<file path="src/design/sm3_pkg.sv">
package sm3_pkg;

	localparam int unsigned WordW = 32;
	localparam int unsigned Rounds = 64;
	localparam int unsigned DigestWords = 8;

	typedef logic [WordW-1:0] word_t;
	typedef logic [15:0][WordW-1:0] block_t;
	typedef logic [DigestWords-1:0][WordW-1:0] cv_t;

	// initial chaining value, word 0 at index 0
	localparam cv_t IV = {
		32'hB0FB0E4E, 32'hE38DEE4D, 32'h163138AA, 32'hA96F30BC,
		32'hDA8A0600, 32'h172442D7, 32'h4914B2B9, 32'h7380166F
	};

	localparam word_t T_LOW = 32'h79CC4519;
	localparam word_t T_HIGH = 32'h7A879D8A;

	localparam logic [7:0] PAD_BYTE = 8'h80;
	// first byte of the 64-bit length field in a block
	localparam logic [5:0] LEN_POS = 6'd56;
	localparam logic [2:0] LAST_IDX = 3'(DigestWords - 1);

	// commands from the sequencer to the compression unit
	typedef struct packed {
		logic start;
		logic cv_init;
	} cmp_ctrl_t;

	// status back from the compression unit
	typedef struct packed {
		logic busy;
	} cmp_stat_t;

endpackage

</file>
<file path="src/design/sm3_compress.sv">
module sm3_round_unit (
	input logic clk,
	input logic arst_n,
	input sm3_pkg::cmp_ctrl_t ctrl,
	input sm3_pkg::block_t blk,
	output sm3_pkg::cmp_stat_t status,
	output sm3_pkg::cv_t cv
);

	function automatic sm3_pkg::word_t rol(sm3_pkg::word_t x, int unsigned n);
		return (x << n) | (x >> (sm3_pkg::WordW - n));
	endfunction

	function automatic sm3_pkg::word_t p0(sm3_pkg::word_t x);
		return x ^ rol(x, 9) ^ rol(x, 17);
	endfunction

	function automatic sm3_pkg::word_t p1(sm3_pkg::word_t x);
		return x ^ rol(x, 15) ^ rol(x, 23);
	endfunction

	// round constant rotated by j mod 32, folds into a small table
	function automatic sm3_pkg::word_t t_rot(logic [5:0] j);
		sm3_pkg::word_t base;
		logic [4:0] sh;
		base = (j[5:4] == 2'b00) ? sm3_pkg::T_LOW : sm3_pkg::T_HIGH;
		sh = j[4:0];
		return (base << sh) | (base >> (6'd32 - {1'b0, sh}));
	endfunction

	sm3_pkg::cv_t cv_q;
	sm3_pkg::cv_t v_q;
	sm3_pkg::cv_t v_nxt;
	sm3_pkg::block_t w_q;
	logic [5:0] round_q;
	logic busy_q;

	sm3_pkg::word_t a12, ss1, ss2, ff, gg, tt1, tt2, w_new;
	logic early;

	// one round of the compression function
	always_comb begin
		early = (round_q[5:4] == 2'b00);
		a12 = rol(v_q[0], 12);
		ss1 = rol(a12 + v_q[4] + t_rot(round_q), 7);
		ss2 = ss1 ^ a12;
		if (early) begin
			ff = v_q[0] ^ v_q[1] ^ v_q[2];
			gg = v_q[4] ^ v_q[5] ^ v_q[6];
		end else begin
			ff = (v_q[0] & v_q[1]) | (v_q[0] & v_q[2]) | (v_q[1] & v_q[2]);
			gg = (v_q[4] & v_q[5]) | (~v_q[4] & v_q[6]);
		end
		tt1 = ff + v_q[3] + ss2 + (w_q[0] ^ w_q[4]);
		tt2 = gg + v_q[7] + ss1 + w_q[0];
		v_nxt[0] = tt1;
		v_nxt[1] = v_q[0];
		v_nxt[2] = rol(v_q[1], 9);
		v_nxt[3] = v_q[2];
		v_nxt[4] = p0(tt2);
		v_nxt[5] = v_q[4];
		v_nxt[6] = rol(v_q[5], 19);
		v_nxt[7] = v_q[6];
		// message expansion, window holds W[j] .. W[j+15]
		w_new = p1(w_q[0] ^ w_q[7] ^ rol(w_q[13], 15)) ^ rol(w_q[3], 7) ^ w_q[10];
	end

	// round counter and chaining value
	always_ff @(posedge clk or negedge arst_n) begin
		if (!arst_n) begin
			busy_q <= 1'b0;
			round_q <= '0;
			cv_q <= sm3_pkg::IV;
		end else begin
			if (ctrl.cv_init) begin
				cv_q <= sm3_pkg::IV;
			end
			if (ctrl.start) begin
				busy_q <= 1'b1;
				round_q <= '0;
			end else if (busy_q) begin
				round_q <= round_q + 6'd1;
				if (round_q == 6'(sm3_pkg::Rounds - 1)) begin
					busy_q <= 1'b0;
					cv_q <= cv_q ^ v_nxt;
				end
			end
		end
	end

	// working variables and schedule window
	always_ff @(posedge clk) begin
		if (ctrl.start) begin
			v_q <= cv_q;
			w_q <= blk;
		end else if (busy_q) begin
			v_q <= v_nxt;
			w_q <= {w_new, w_q[15:1]};
		end
	end

	assign status.busy = busy_q;
	assign cv = cv_q;

endmodule

</file>
<file path="config.mk">
export PLATFORM = sky130hd
export DESIGN_NAME = sm3_round_unit
export DESIGN_NICKNAME = d
export VERILOG_FILES = /design/src/design/sm3_pkg.sv /design/src/design/sm3_compress.sv
export SDC_FILE = /design/constraint.sdc
export NUM_CORES = 2
export LEC_CHECK = 0
export BUFFER_PORTS_ARGS = -buffer_cell sky130_fd_sc_hd__buf_2
export CAP_MARGIN = 15
export CORE_AREA = 10 10 391 393
export CTS_CLUSTER_SIZE = 20
export DETAILED_ROUTE_END_ITERATION = 8
export DIE_AREA = 0 0 401 403
export HOLD_SLACK_MARGIN = 0.1
export PLACE_DENSITY_LB_ADDON = 0.1
export SETUP_SLACK_MARGIN = 0.02
export SYNTH_ARGS = -nofsm -noshare
export SYNTH_HDL_FRONTEND = slang
export SYNTH_SLANG_ARGS = --single-unit
export TNS_END_PERCENT = 30
</file>
<file path="constraint.sdc">
create_clock -name clk -period 12.9 [get_ports clk]
set_clock_uncertainty 0.2 [all_clocks]
set_input_delay 1.29 -clock clk [delete_from_list [all_inputs] [get_ports clk]]
set_output_delay 1.29 -clock clk [all_outputs]
set_load 0.1 [all_outputs]
</file>
==> summary.md <==
| Metric | Value |
|---|---|
| H-Tree Depth | 3 |
| Unrepaired setup endpoints after global routing | false |
| Launching element of the worst setup path | round_q[1] |
| Post-DR wirelength/cell | 32.42 µm |
| Number of enable flip-flop cells after synthesis | 768 |
| Clock slew at the register clock pins of the worst setup and hold paths | 60 ps |
| Clk sinks | 1031 |
| Number of cell instances on the worst register-to-register path | 33 |
| Cell area after layout | 0.06925 mm² |
| Number of clock buffers inserted by TritonCTS | 115 |
| Number of antenna violations at the first check in global routing | 118 |
| Max FO, Critical Path | 26 |
| Drt via density | 5.648 |
| Library cell with the highest instance count after synthesis | sky130_fd_sc_hd__edfxtp_1 |
| Cells after Synth | 5111 |
| Boundary Pins | 773 |
| Total GRT Usage | 30.50% |
| Mapped Area | 0.05919 mm² |
| Height of the chip | 403 µm |
| Sort of element at the end of the critical path | flip-flop |
| RR Startpoint | round_q[1] |
| Critical path data required time | 13140 ps |
| Routed WL | 255100 µm |
| Synth Warn # | 0 |
| Prevailing post-synth register cell | sky130_fd_sc_hd__edfxtp_1 |
| Delay of the slowest critical-path stage | 620 ps |
| R2r endpoint | v_nxt[175] |
| #FFs+latches synth | 1031 |
| Final core utilization | 47.75% |
| Effective utilization at floorplan | 40.81% |
| Sequential cell area fraction in the yosys report | 50.34% |
| Pin count of the biggest net entering global routing | 173 |
| Detailed-router iteration count before antenna repair | 6 |
| Reported max-cap violation count | 0 |
| Antenna Nets Post-Route | 0 |
| Maximum buffer depth of the clock tree | 3 |
| Post-layout net count | 6636 |
| Post-CTS setup repair buffer count | 0 |
| Flop-to-flop setup slack | 2130 ps |
| Total Die Area | 0.1616 mm² |
| Final critical-path required period | 10770 ps |
| Total placed instance area | 0.06537 mm² |
| Endpoints failing setup | 0 |
| Horiz. Die Dim | 401 µm |
| CTS tree | built |
| Least-Margin Pin Slew | 1423 ps |
| Maximum achievable frequency | 92.89 MHz |
| Number of unique standard cell types used by synthesis | 77 |
| Quantity of hold-fixing buffers added after cts | 0 |
| Master cell of the clock root buffer | sky130_fd_sc_hd__clkbuf_16 |
| Total number of placement rows | 140 |
| Total via count in the routed design | 44445 |
| Number of slew-limit violations in the final report | 0 |
| Area grow syn2layout | 17.01% |
| CP arrival | 11000 ps |
| Crit path launch type | flip-flop |
| Worst slew margin relative to its limit | 5.117% |
| Run status | complete, no violations |
| CORE AREA | 0.1450 mm² |
| Share of flip-flops with an asynchronous set or reset | 25.51% |
| HPWL after detailed placement | 198100 µm |
| Wire length of the first global-routing pass | 349800 µm |
| TNS Setup | 0 ps |
| Final Instance Count excl. Fillers | 7869 |
| Cell types with the highest counts after synthesis | 768 x sky130_fd_sc_hd__edfxtp_1, 671 x sky130_fd_sc_hd__mux2_2, 640 x sky130_fd_sc_hd__o21ai_0 |
| Insertion delay to the later sink of the worst-skew pair | 770 ps |
| Routability congestion estimate from global placement | 0.9504 |
| Cells taking the most area after synthesis | sky130_fd_sc_hd__edfxtp_1 39%, sky130_fd_sc_hd__mux2_2 13%, sky130_fd_sc_hd__fa_1 6.4% |
| Global-route congestion overflow total | 0 |
| Period Utilization, post-route | 83.45% |
| Iteration-0 DRC count of the detailed router | 4501 |
| Post-Synthesis Net Count | 5915 |
| Hold Path Class | in2async |
| Library cell contributing the largest single delay on the critical path | sky130_fd_sc_hd__xnor2_1 |
| Share of post-route cells with drive strength above 1 | 31.31% |
| Yosys top cell area share | 38.97% |
| Synth area leader | sky130_fd_sc_hd__edfxtp_1 |
| Resized Gates After CTS | 0 |
| Post-placement cell count | 7632 |
| Hold Vio Cnt, Final | 0 |
| Vias in the first global route | 43194 |
| Post-Syn Area per Cell | 11.58 µm² |
| Number of port buffers | 772 |
| Type of the worst setup path | reg2reg |
| Post-route DRC violation count | 0 |
routing by layer:
layer | routed length, µm | vias to the layer above | GRT usage, %
met1 | 102200 | 22350 | 38.72
li1 | - | 19668 | -
met3 | 19170 | 488 | 7.533
met5 | 790 | - | 0
met2 | 122100 | 1805 | 50.47
met4 | 10840 | 134 | 10.89
per-stage QoR:
| step | worst slack (ps) | hold slack, ps |
|---|---|---|
| 2_1_floorplan | 446.2 | 236.7 |
| 3_3_place_gp | 2205 | 274.8 |
| 3_5_place_dp | 2358 | 284.8 |
| 4_1_cts | 2322 | 295.3 |
| 5_1_grt | 1584 | 304.6 |
| 6_report | 2135 | 290.8 |
critical path, delay by kind of cell (launching register included):
family	cells	cell delay (ps)
xor gates and xnor gates	5	2020
adders and majority gates	6	2620
DFF	1	380
buffers and inverters	3	550
and+or+nand+nor	8	2240
muxes	1	150
AOI/OAI and AO/OA	10	2300
final cells by class:
type | instances | area, µm²
repair buffers | 866 | 4677
clock buffers | 164 | 3202
fillers | 13415 | 75790
inverters | 214 | 803.3
well taps | 1917 | 2399
clock inverters | 49 | 618.1
multi-input cells | 3604 | 27700
flip-flops and latches | 1031 | 29790
diodes | 24 | 60.06
worst max-delay path by stage:
stage	to	slack, ps
floorplan	v_nxt[100]	450
global placement	cv[136]	2200
detailed placement	cv[31]	2360
CTS	v_nxt[175]	2320
global route	cv[158]	1580
finish	v_nxt[175]	2130
kinds of logic after synthesis:
kind of cell	after synthesis	share of synthesized area [%]
AOI/OAI and AO/OA	1111	10.60
xor gates and xnor gates	444	6.644
adders and majority gates	290	8.507
buffers and inverters	476	3.029
DFF	1031	50.34
muxes	736	13.89
and+or+nand+nor	1023	6.993
sequential cells by signal (all words and copies together) (netlist names):
register	cells
round_q	6
w_q	512
v_nxt	128
v_q	128
cv	256
status	1
placed cells by master (no fill, tap or decap), types with 8 or more instances in the layout:
master / count
sky130_fd_sc_hd__nor3_1: 33
sky130_fd_sc_hd__o21bai_1: 19
sky130_fd_sc_hd__clkinv_2: 13
sky130_fd_sc_hd__buf_4: 87
sky130_fd_sc_hd__xnor2_1: 320
sky130_fd_sc_hd__clkbuf_16: 115
sky130_fd_sc_hd__mux2i_1: 64
sky130_fd_sc_hd__nand2b_1: 14
sky130_fd_sc_hd__buf_2: 770
sky130_fd_sc_hd__clkbuf_1: 35
sky130_fd_sc_hd__nand3_1: 38
sky130_fd_sc_hd__edfxtp_1: 768
sky130_fd_sc_hd__diode_2: 24
sky130_fd_sc_hd__clkbuf_8: 14
sky130_fd_sc_hd__a211oi_1: 17
sky130_fd_sc_hd__a211o_1: 10
sky130_fd_sc_hd__nor2b_1: 8
sky130_fd_sc_hd__ha_1: 100
sky130_fd_sc_hd__o31ai_1: 29
sky130_fd_sc_hd__o21ai_0: 640
sky130_fd_sc_hd__o22ai_1: 14
sky130_fd_sc_hd__a31oi_1: 26
sky130_fd_sc_hd__mux2_2: 671
sky130_fd_sc_hd__nand4_1: 10
sky130_fd_sc_hd__clkinv_1: 16
sky130_fd_sc_hd__and3_1: 11
sky130_fd_sc_hd__o21a_1: 13
sky130_fd_sc_hd__nand2_1: 580
sky130_fd_sc_hd__bufinv_16: 9
sky130_fd_sc_hd__dfstp_2: 119
sky130_fd_sc_hd__a21o_1: 51
sky130_fd_sc_hd__xor2_1: 114
sky130_fd_sc_hd__or3_1: 18
sky130_fd_sc_hd__dfrtp_1: 142
sky130_fd_sc_hd__inv_1: 212
sky130_fd_sc_hd__a21oi_1: 212
sky130_fd_sc_hd__fa_1: 188
sky130_fd_sc_hd__o211ai_1: 16
sky130_fd_sc_hd__nor2_1: 290
Power is not shown: default switching activity piles up to over one toggle a cycle in this logic, so the estimate is an artifact.
